File: src/rtl/core/sidt_pkg.sv
// Shared definitions for the sorted key table: operation and status codes,
// fixed field widths and the flag group passed out of the search step unit.
// No dependencies.
`timescale 1ns / 1ps
`default_nettype none

package sidt_pkg;

    // Operation codes carried on the input tuser.
    localparam logic [1:0] MODE_ALLOC  = 2'd0;
    localparam logic [1:0] MODE_MARK   = 2'd1;
    localparam logic [1:0] MODE_LOOKUP = 2'd2;
    localparam logic [1:0] MODE_NEWF   = 2'd3;

    // Result status codes carried on the output tuser.
    localparam logic [1:0] ST_OK     = 2'd0;
    localparam logic [1:0] ST_ABSENT = 2'd1;
    localparam logic [1:0] ST_FULL   = 2'd2;

    // Fixed widths of the stream fields.
    localparam int KEY_IN_W    = 16;
    localparam int SLOT_OUT_W  = 6;
    localparam int CNT_OUT_W   = 7;
    localparam int TDATA_OUT_W = 24;

    // Flags from one binary search step.
    typedef struct packed {
        logic in_range;  // lower bound still below upper bound
        logic hit;       // probed key equals the target
        logic below;     // probed key is less than the target
    } cmp_flags_t;

endpackage

`default_nettype wire

File: src/rtl/core/sorted_id_table_with_completion.sv
// A lookup or mark makes at most ceil(log2(entries + 1)) binary search
// probes; an allocation also moves order list entries and a new frame
// clears the written bit of every entry. One transfer at a time: s_tready is
// high only while idle. Reset (aresetn low, synchronous) empties the table
// and clears the counters.
`timescale 1ns / 1ps
`default_nettype none

module sorted_id_table_with_completion
    import sidt_pkg::*;
#(
    parameter int MAX_ENTRIES = 64,
    parameter int KEY_BITS    = 16
) (
    input  wire logic                   aclk,
    input  wire logic                   aresetn,
    // Input channel.
    input  wire logic                   s_tvalid,
    output logic                        s_tready,
    input  wire logic [KEY_IN_W-1:0]    s_tdata,  // [15:0] key
    input  wire logic [1:0]             s_tuser,  // [1:0] mode
    // Result channel.
    output logic                        m_tvalid,
    input  wire logic                   m_tready,
    // [5:0] slot, [6] was_written, [13:7] entry_total, [20:14] clean_left,
    // [21] frame_complete, [23:22] zero
    output logic [TDATA_OUT_W-1:0]      m_tdata,
    output logic [1:0]                  m_tuser   // [1:0] status
);

    // Index width addresses one entry; count width holds the full count.
    localparam int IW = (MAX_ENTRIES > 1) ? $clog2(MAX_ENTRIES) : 1;
    localparam int CW = $clog2(MAX_ENTRIES + 1);
    localparam logic [CW-1:0] MAX_COUNT = CW'(MAX_ENTRIES);

    // Sequencer states.
    localparam logic [3:0] S_IDLE   = 4'd0;
    localparam logic [3:0] S_PROBE  = 4'd1;
    localparam logic [3:0] S_SLOT   = 4'd2;
    localparam logic [3:0] S_CMP    = 4'd3;
    localparam logic [3:0] S_DECIDE = 4'd4;
    localparam logic [3:0] S_EXEC   = 4'd5;
    localparam logic [3:0] S_SHIFT  = 4'd6;
    localparam logic [3:0] S_PLACE  = 4'd7;
    localparam logic [3:0] S_CLEAR  = 4'd8;
    localparam logic [3:0] S_OUT    = 4'd9;

    // Table memories: the order list holds slot numbers sorted by key, the
    // key store holds the key of each slot and the written store one bit per
    // slot. Only allocated slots are ever read, and allocation writes them.
    logic [IW-1:0]       order_mem [MAX_ENTRIES];
    logic [KEY_BITS-1:0] key_mem   [MAX_ENTRIES];
    logic                wb_mem    [MAX_ENTRIES];

    logic [IW-1:0]       order_q;
    logic [KEY_BITS-1:0] key_q;
    logic                wb_q;

    logic                ord_we;
    logic [IW-1:0]       ord_waddr;
    logic [IW-1:0]       ord_wdata;
    logic [IW-1:0]       ord_raddr;
    logic                key_we;
    logic [IW-1:0]       key_raddr;
    logic                wb_we;
    logic [IW-1:0]       wb_waddr;
    logic                wb_wdata;

    // Control state.
    logic [3:0]          state_reg, state_next;
    logic [CW-1:0]       count_reg, count_next;
    logic [CW-1:0]       clean_reg, clean_next;
    logic                complete_reg, complete_next;
    logic                m_tvalid_reg, m_tvalid_next;

    // Per-transfer working registers.
    logic [1:0]          mode_reg, mode_next;
    logic [KEY_BITS-1:0] key_reg, key_next;
    logic [CW-1:0]       lo_reg, lo_next;
    logic [CW-1:0]       hi_reg, hi_next;
    logic                hit_reg, hit_next;
    logic [IW-1:0]       slot_reg, slot_next;
    logic [CW-1:0]       pos_reg, pos_next;
    logic [CW-1:0]       j_reg, j_next;
    logic [IW-1:0]       dst_reg, dst_next;
    logic                pend_reg, pend_next;
    logic [1:0]          res_status_reg, res_status_next;
    logic [IW-1:0]       res_slot_reg, res_slot_next;
    logic                res_wr_reg, res_wr_next;

    // Output payload registers.
    logic [TDATA_OUT_W-1:0] m_tdata_reg, m_tdata_next;
    logic [1:0]             m_tuser_reg, m_tuser_next;

    logic [KEY_BITS-1:0] key_in;
    logic [CW-1:0]       mid;
    logic [CW-1:0]       lo_step;
    logic [CW-1:0]       hi_step;
    cmp_flags_t          flags;
    logic [CW-1:0]       clean_dec;

    // Key bits above KEY_BITS are dropped; narrower inputs are zero extended.
    assign key_in = KEY_BITS'(s_tdata);

    // The one compare and bound update unit, reused on every probe.
    sidt_step_unit #(
        .CW       (CW),
        .KEY_BITS (KEY_BITS)
    ) u_step (
        .lo         (lo_reg),
        .hi         (hi_reg),
        .probe_key  (key_q),
        .target_key (key_reg),
        .mid        (mid),
        .lo_new     (lo_step),
        .hi_new     (hi_step),
        .flags      (flags)
    );

    // The clean count saturates at zero.
    assign clean_dec = (clean_reg != '0) ? clean_reg - CW'(1) : '0;

    assign s_tready = (state_reg == S_IDLE);
    assign m_tvalid = m_tvalid_reg;
    assign m_tdata  = m_tdata_reg;
    assign m_tuser  = m_tuser_reg;

    always_comb begin
        state_next      = state_reg;
        count_next      = count_reg;
        clean_next      = clean_reg;
        complete_next   = complete_reg;
        m_tvalid_next   = m_tvalid_reg;
        mode_next       = mode_reg;
        key_next        = key_reg;
        lo_next         = lo_reg;
        hi_next         = hi_reg;
        hit_next        = hit_reg;
        slot_next       = slot_reg;
        pos_next        = pos_reg;
        j_next          = j_reg;
        dst_next        = dst_reg;
        pend_next       = pend_reg;
        res_status_next = res_status_reg;
        res_slot_next   = res_slot_reg;
        res_wr_next     = res_wr_reg;
        m_tdata_next    = m_tdata_reg;
        m_tuser_next    = m_tuser_reg;

        ord_we    = 1'b0;
        ord_waddr = dst_reg;
        ord_wdata = order_q;
        ord_raddr = mid[IW-1:0];
        key_we    = 1'b0;
        key_raddr = order_q;
        wb_we     = 1'b0;
        wb_waddr  = slot_reg;
        wb_wdata  = 1'b0;

        // The consumer taking a result frees the output register.
        if (m_tvalid_reg && m_tready) begin
            m_tvalid_next = 1'b0;
        end

        case (state_reg)
            S_IDLE: begin
                if (s_tvalid) begin
                    mode_next = s_tuser;
                    key_next  = key_in;
                    lo_next   = '0;
                    hi_next   = count_reg;
                    hit_next  = 1'b0;
                    j_next    = '0;
                    state_next = (s_tuser == MODE_NEWF) ? S_CLEAR : S_PROBE;
                end
            end

            S_PROBE: begin
                // Fetch the slot at the middle of the window, or stop on a miss.
                ord_raddr = mid[IW-1:0];
                state_next = flags.in_range ? S_SLOT : S_DECIDE;
            end

            S_SLOT: begin
                key_raddr  = order_q;
                slot_next  = order_q;
                state_next = S_CMP;
            end

            S_CMP: begin
                if (flags.hit) begin
                    hit_next   = 1'b1;
                    state_next = S_DECIDE;
                end else begin
                    lo_next    = lo_step;
                    hi_next    = hi_step;
                    state_next = S_PROBE;
                end
            end

            S_DECIDE: begin
                // The written store is read for the slot found.
                state_next = S_EXEC;
            end

            S_EXEC: begin
                res_status_next = ST_OK;
                res_slot_next   = slot_reg;
                res_wr_next     = wb_q;
                state_next      = S_OUT;
                if (!hit_reg) begin
                    res_slot_next = '0;
                    res_wr_next   = 1'b0;
                    if (mode_reg != MODE_ALLOC) begin
                        res_status_next = ST_ABSENT;
                    end else if (count_reg >= MAX_COUNT) begin
                        res_status_next = ST_FULL;
                    end else begin
                        // Open a gap at the insertion point, top entry first.
                        slot_next  = count_reg[IW-1:0];
                        pos_next   = lo_reg;
                        j_next     = count_reg;
                        pend_next  = 1'b0;
                        state_next = S_SHIFT;
                    end
                end else if (mode_reg == MODE_MARK && !wb_q) begin
                    wb_we         = 1'b1;
                    wb_waddr      = slot_reg;
                    wb_wdata      = 1'b1;
                    res_wr_next   = 1'b1;
                    clean_next    = clean_dec;
                    if (clean_dec == '0) begin
                        complete_next = 1'b1;
                    end
                end
            end

            S_SHIFT: begin
                // Each cycle writes the entry read in the cycle before and
                // reads the next one down.
                if (pend_reg) begin
                    ord_we    = 1'b1;
                    ord_waddr = dst_reg;
                    ord_wdata = order_q;
                end
                if (j_reg != pos_reg) begin
                    ord_raddr = IW'(j_reg - CW'(1));
                    dst_next  = j_reg[IW-1:0];
                    j_next    = j_reg - CW'(1);
                    pend_next = 1'b1;
                end else begin
                    pend_next = 1'b0;
                    if (!pend_reg) begin
                        state_next = S_PLACE;
                    end
                end
            end

            S_PLACE: begin
                ord_we          = 1'b1;
                ord_waddr       = pos_reg[IW-1:0];
                ord_wdata       = slot_reg;
                key_we          = 1'b1;
                wb_we           = 1'b1;
                wb_waddr        = slot_reg;
                wb_wdata        = 1'b0;
                count_next      = count_reg + CW'(1);
                res_status_next = ST_OK;
                res_slot_next   = slot_reg;
                res_wr_next     = 1'b0;
                state_next      = S_OUT;
            end

            S_CLEAR: begin
                // Only allocated slots need clearing; new slots are cleared
                // when they are handed out.
                if (j_reg != count_reg) begin
                    wb_we    = 1'b1;
                    wb_waddr = j_reg[IW-1:0];
                    wb_wdata = 1'b0;
                    j_next   = j_reg + CW'(1);
                end else begin
                    clean_next      = count_reg;
                    complete_next   = 1'b0;
                    res_status_next = ST_OK;
                    res_slot_next   = '0;
                    res_wr_next     = 1'b0;
                    state_next      = S_OUT;
                end
            end

            S_OUT: begin
                if (!m_tvalid_reg || m_tready) begin
                    m_tvalid_next = 1'b1;
                    m_tuser_next  = res_status_reg;
                    m_tdata_next  = TDATA_OUT_W'({
                        complete_reg,
                        CNT_OUT_W'(clean_reg),
                        CNT_OUT_W'(count_reg),
                        res_wr_reg,
                        SLOT_OUT_W'(res_slot_reg)
                    });
                    state_next = S_IDLE;
                end
            end

            default: begin
                state_next = S_IDLE;
            end
        endcase
    end

    always_ff @(posedge aclk) begin
        if (!aresetn) begin
            state_reg    <= S_IDLE;
            count_reg    <= '0;
            clean_reg    <= '0;
            complete_reg <= 1'b0;
            m_tvalid_reg <= 1'b0;
            pend_reg     <= 1'b0;
        end else begin
            state_reg    <= state_next;
            count_reg    <= count_next;
            clean_reg    <= clean_next;
            complete_reg <= complete_next;
            m_tvalid_reg <= m_tvalid_next;
            pend_reg     <= pend_next;
        end
    end

    always_ff @(posedge aclk) begin
        mode_reg       <= mode_next;
        key_reg        <= key_next;
        lo_reg         <= lo_next;
        hi_reg         <= hi_next;
        hit_reg        <= hit_next;
        slot_reg       <= slot_next;
        pos_reg        <= pos_next;
        j_reg          <= j_next;
        dst_reg        <= dst_next;
        res_status_reg <= res_status_next;
        res_slot_reg   <= res_slot_next;
        res_wr_reg     <= res_wr_next;
        m_tdata_reg    <= m_tdata_next;
        m_tuser_reg    <= m_tuser_next;
    end

    // Memories: one write and one registered read each per cycle.
    always_ff @(posedge aclk) begin
        if (ord_we) begin
            order_mem[ord_waddr] <= ord_wdata;
        end
        order_q <= order_mem[ord_raddr];
    end

    always_ff @(posedge aclk) begin
        if (key_we) begin
            key_mem[slot_reg] <= key_reg;
        end
        key_q <= key_mem[key_raddr];
    end

    always_ff @(posedge aclk) begin
        if (wb_we) begin
            wb_mem[wb_waddr] <= wb_wdata;
        end
        wb_q <= wb_mem[slot_reg];
    end

    // The entry count never passes the table size.
    a_count_bound: assert property (@(posedge aclk) disable iff (!aresetn)
        count_reg <= MAX_COUNT)
        else $error("entry count beyond table size");

    // Unwritten entries can never outnumber the allocated ones.
    a_clean_bound: assert property (@(posedge aclk) disable iff (!aresetn)
        clean_reg <= count_reg)
        else $error("clean count above entry count");

    // The complete flag only stands while the clean count is zero.
    a_complete_zero: assert property (@(posedge aclk) disable iff (!aresetn)
        complete_reg |-> (clean_reg == '0))
        else $error("complete flag with entries still clean");

    // A full report is only ever given for a full table.
    a_full_report: assert property (@(posedge aclk) disable iff (!aresetn)
        (m_tvalid_reg && m_tuser_reg == ST_FULL) |-> (count_reg == MAX_COUNT))
        else $error("full status on a table with free slots");

    // The insertion shift only ever leaves towards placing the new entry.
    a_shift_exit: assert property (@(posedge aclk) disable iff (!aresetn)
        (state_reg == S_SHIFT) |=> (state_reg == S_SHIFT || state_reg == S_PLACE))
        else $error("order list shift left early");

endmodule

`default_nettype wire

File: src/rtl/core/sidt_step_unit.sv
// Shared search step unit: midpoint of the current window, key compare and
// the narrowed window bounds. Depends on sidt_pkg.
`timescale 1ns / 1ps
`default_nettype none

module sidt_step_unit
    import sidt_pkg::*;
#(
    parameter int CW       = 7,
    parameter int KEY_BITS = 16
) (
    input  wire logic [CW-1:0]       lo,
    input  wire logic [CW-1:0]       hi,
    input  wire logic [KEY_BITS-1:0] probe_key,
    input  wire logic [KEY_BITS-1:0] target_key,
    output logic [CW-1:0]            mid,
    output logic [CW-1:0]            lo_new,
    output logic [CW-1:0]            hi_new,
    output cmp_flags_t               flags
);

    logic [CW-1:0] span;

    assign span = hi - lo;
    assign mid  = lo + (span >> 1);

    always_comb begin
        flags.in_range = (lo < hi);
        flags.hit      = (probe_key == target_key);
        flags.below    = (probe_key < target_key);
        if (flags.below) begin
            lo_new = mid + CW'(1);
            hi_new = hi;
        end else begin
            lo_new = lo;
            hi_new = mid;
        end
    end

endmodule

`default_nettype wire

File: config.mk
export PLATFORM = sky130hd
export DESIGN_NAME = sorted_id_table_with_completion
export DESIGN_NICKNAME = d
export VERILOG_FILES = /design/src/rtl/core/sidt_pkg.sv /design/src/rtl/core/sorted_id_table_with_completion.sv /design/src/rtl/core/sidt_step_unit.sv
export SDC_FILE = /design/constraint.sdc
export NUM_CORES = 2
export LEC_CHECK = 0
export BUFFER_PORTS_ARGS = -buffer_cell sky130_fd_sc_hd__buf_4
export CAP_MARGIN = 30
export CORE_UTILIZATION = 52
export DETAILED_ROUTE_END_ITERATION = 12
export PLACE_DENSITY = 0.75
export SKIP_LAST_GASP = 1
export SLEW_MARGIN = 15
export SYNTH_ARGS = -nofsm -noshare
export SYNTH_HDL_FRONTEND = slang
export SYNTH_SLANG_ARGS = --single-unit
File: constraint.sdc
create_clock -name aclk -period 3.8 [get_ports aclk]
set_input_delay 0.38 -clock aclk [delete_from_list [all_inputs] [get_ports aclk]]
set_output_delay 0.38 -clock aclk [all_outputs]
set_load 0.01 [all_outputs]
==> impl_metrics.toml <==
[sta]
rsz0062_at_grt = "no"
max-slew-margin-rel_pct = 42.17
fin_skew_ns = 0.04259
final-hold-violation-count = 0
drv_slew = 0
period_minus_slack_ns = 3.607
fin_setup_tns_ns = 0
worst_slew_pin_slew_ns = 0.8643
setup_viol = 0
fmax_mhz = 277.2
finalCritPeriodShare_pct = 94.92
layout_setup_ws_ns = 0.1930

[clocking]
cts.sinks = 1608
insertion_delay_ns = 0.81
cts-root-buf = "clkbuf_16"
cts_tree = "yes"
numCtsBuffers = 154
h-tree-depth = 4
clockBufferDepth = 3
clkSlewWorstSetupHoldPaths_ns = 0.07

[logic_synthesis]
yosysUniqueCellTypes = 74
netlist_area_mm2 = 0.06432
synth_edf_count = 1564
yosysSeqAreaShare_pct = 74.39
synth.area.top_cells = "edfxtp_1, mux4_2, mux2i_1"
synth_seq_cells = 1608
async_flop_share_pct = 0
synth_top_flop_cell = "edfxtp_1"
ys.warnings.count = 0
yosys.area.top_type = "edfxtp_1"
synth_cells = 3435
syn_area_per_cell_um2 = 18.73
synth_top_cell_area_share_pct = 73.02

[power_and_ir_drop]
power.share.switching_pct = 37.02
power_density_mw_per_mm2 = 918.8
intPower_mw = 42.21
ir_worst_vdd_mv = 1.292
power_mw = 67.02
power_frac_comb_pct = 44.2
leakage_nw = 23.84
p_sw_mw = 24.81
clock_power_share_pct = 22.5
seqPwrFrac_pct = 33.3

[critical_path]
crit_chain = "inv_1 > ha_1 > inv_1 > fa_1 > ha_1 > inv_1 > fa_2 > xor2_1 > buf_4 > mux2i_4 > buf_12 > clkbuf_16 > mux2i_1 > mux2i_1 > o22ai_1 > a211oi_1 > a32o_1"
path_common_cell = "inv_1"
cp_max_fo = 20
worst_path_largest_cell_delay_ns = 0.51
critPathArrivalTime_ns = 4.34
endpoint_kind = "flip-flop"
rr_worst_depth = 17
setup.worst_path.start = "hi_reg[0]"
critPathBufInv = 6
cp_top_family = "adder cells"
r2r-end = "key_raddr[2]"
criticalPathCategory = "flip-flop to flip-flop"
worst_ep_required_time_ns = 4.54
worstReg2RegStart = "hi_reg[0]"
startpoint_type = "flip-flop"
r2r_slack_ns = 0.19
slowest_stage = "fa_1"

[grt]
grt_usage_pct = 25.29
overflow = 0
grt_start_max_net_pins = 65
antenna_found_initial = 6
grt_pass1_wl_um = 229700
grt_pass1_vias = 33920

[final_layout]
largest_reg_flops = 1024
reg_top3 = "key_mem (1024), order_mem (384), wb_mem (64)"
design_area_mm2 = 0.07294
drive_above_1_share_pct = 22.86
fin_nets = 3735
largest-register = "key_mem"
syn2layout_area_growth_pct = 13.40
fillCellCount = 8349
stdcell_count = 5429

[status]
outcome = "finished, final reports clean"

[floorplanning]
core.rowCount = 128
start_util_pct = 52.64
design.die.area_mm2 = 0.1251
coreArea_mm2 = 0.1222
die_h_um = 353.7
die_w_um = 353.7
ioPinCount = 50

[drt]
drtAntennaViolNets = 0
post_drt_wl_per_cell_um = 28.90
dr.pass1.iters = 6
via_per_inst = 6.229
drc = 0
vias = 33820
routed_wl_um = 156900
drtIter0Drc = 4538

[place]
dp_hpwl_um = 92320
dpl.cell_count = 5121
placed_area_mm2 = 0.06765
dp_worst_setup_slack_ns = 0.09570
gp_congestion = 0.8971
port_buffers = 47

[flow_run]
drv_cap = 0

[min_path]
min_path_cells = 2
hp-start = "s_tdata[13]"
hold_class = "primary input to flip-flop"
whs_endpoint = "key_reg[13]"
[worst max path at each step]
stage / to / cells past startpoint
final: key_raddr[2] / 17
after global routing: key_raddr[5] / 16
after CTS: key_raddr[5] / 17
after detailed placement: key_raddr[5] / 17
after global placement: key_raddr[0] / 16
after floorplan: lo_reg[0] / 11
[layer usage]
layer | global-route usage [%] | wire (µm)
met2 | 40.05 | 75340
met5 | 0 | 39
met4 | 8.139 | 4871
met3 | 5.943 | 17330
met1 | 34.98 | 59330
[cells in the mapped netlist (all sizes together) (4+ instances only)]
library cell  count
o21a              4
nand3           105
buf              84
o22ai            11
a211oi            8
nand3b           14
o211ai           22
a32o              7
nor3             12
and3             21
nand4             9
and2              6
o31ai             5
mux4            352
nand2b           12
a22oi            12
a21o              4
or3               8
a221oi            6
inv              49
a31oi            26
a21oi            26
xnor2            24
nor4              9
nand2           314
o21ai            40
nor2b            18
nor2            253
xor2             17
dfxtp            44
mux2             14
ha               36
clkbuf           96
mux2i           160
o221a             5
edfxtp         1564
[metrics by stage]
| step | hold WS, ns | util, % |
|---|---|---|
| after global placement | 0.4260 | 55.35 |
| after global routing | 0.2916 | 59.69 |
| after detailed placement | 0.4055 | 55.36 |
| final | 0.3158 | 59.69 |
| after floorplan | 0.4003 | - |
| after CTS | 0.2662 | 59.61 |
[final cells by class]
class	count	area, µm²	share of cell area, %
antenna	3	7.507	0.01029
clock buffer	186	4016	5.506
clock inverter	96	962.2	1.319
inverter	52	195.2	0.2676
multi-input combinational	1596	15460	21.20
sequential	1608	47860	65.62
tap	1625	2033	2.788
timing repair buffer	263	2402	3.294
[timing repair]
action,CTS,global route
setup endpoints to repair,0,6
buffers inserted,0,1
hold buffers,21,0
hold endpoints to repair,25,0
gates resized for setup,0,11
[power by group through the flow]
stage               sequential [mW]  clock [mW]  combinational [mW]
finish                         22.3        15.1                29.6
global route                   22.3        15.9                31.2
CTS                            22.3        15.2                28.7
detailed placement             22.6           0                28.4
global placement               22.6           0                28.0
floorplan                      22.6           0                19.1
[cell families (layout without fill, tap and decap cells)]
group / after synthesis / after routing / share of synthesized area (%)
and+or+nand+nor: 788 / 788 / 5.318
muxes: 526 / 526 / 15.12
DFF: 1608 / 1608 / 74.39
adders and majority gates: 38 / 38 / 0.7625
xor gates and xnor gates: 41 / 41 / 0.5583
other: 1 / 5 / 0.005830
buffers and inverters: 232 / 597 / 1.694
AOI/OAI and AO/OA: 201 / 201 / 2.157
[cell usage in the layout, fill, tap and decap left out, types with 33 or more instances in the layout]
master and count:
clkbuf_16 157, ha_1 36, dfxtp_1 40, nand3_1 103
mux4_2 350, mux2i_1 156, inv_1 48, o21ai_0 39
nand2_1 306, nor2_1 250, clkinv_1 33, edfxtp_1 1564
buf_4 212
Power figures use the tool's default switching activity.
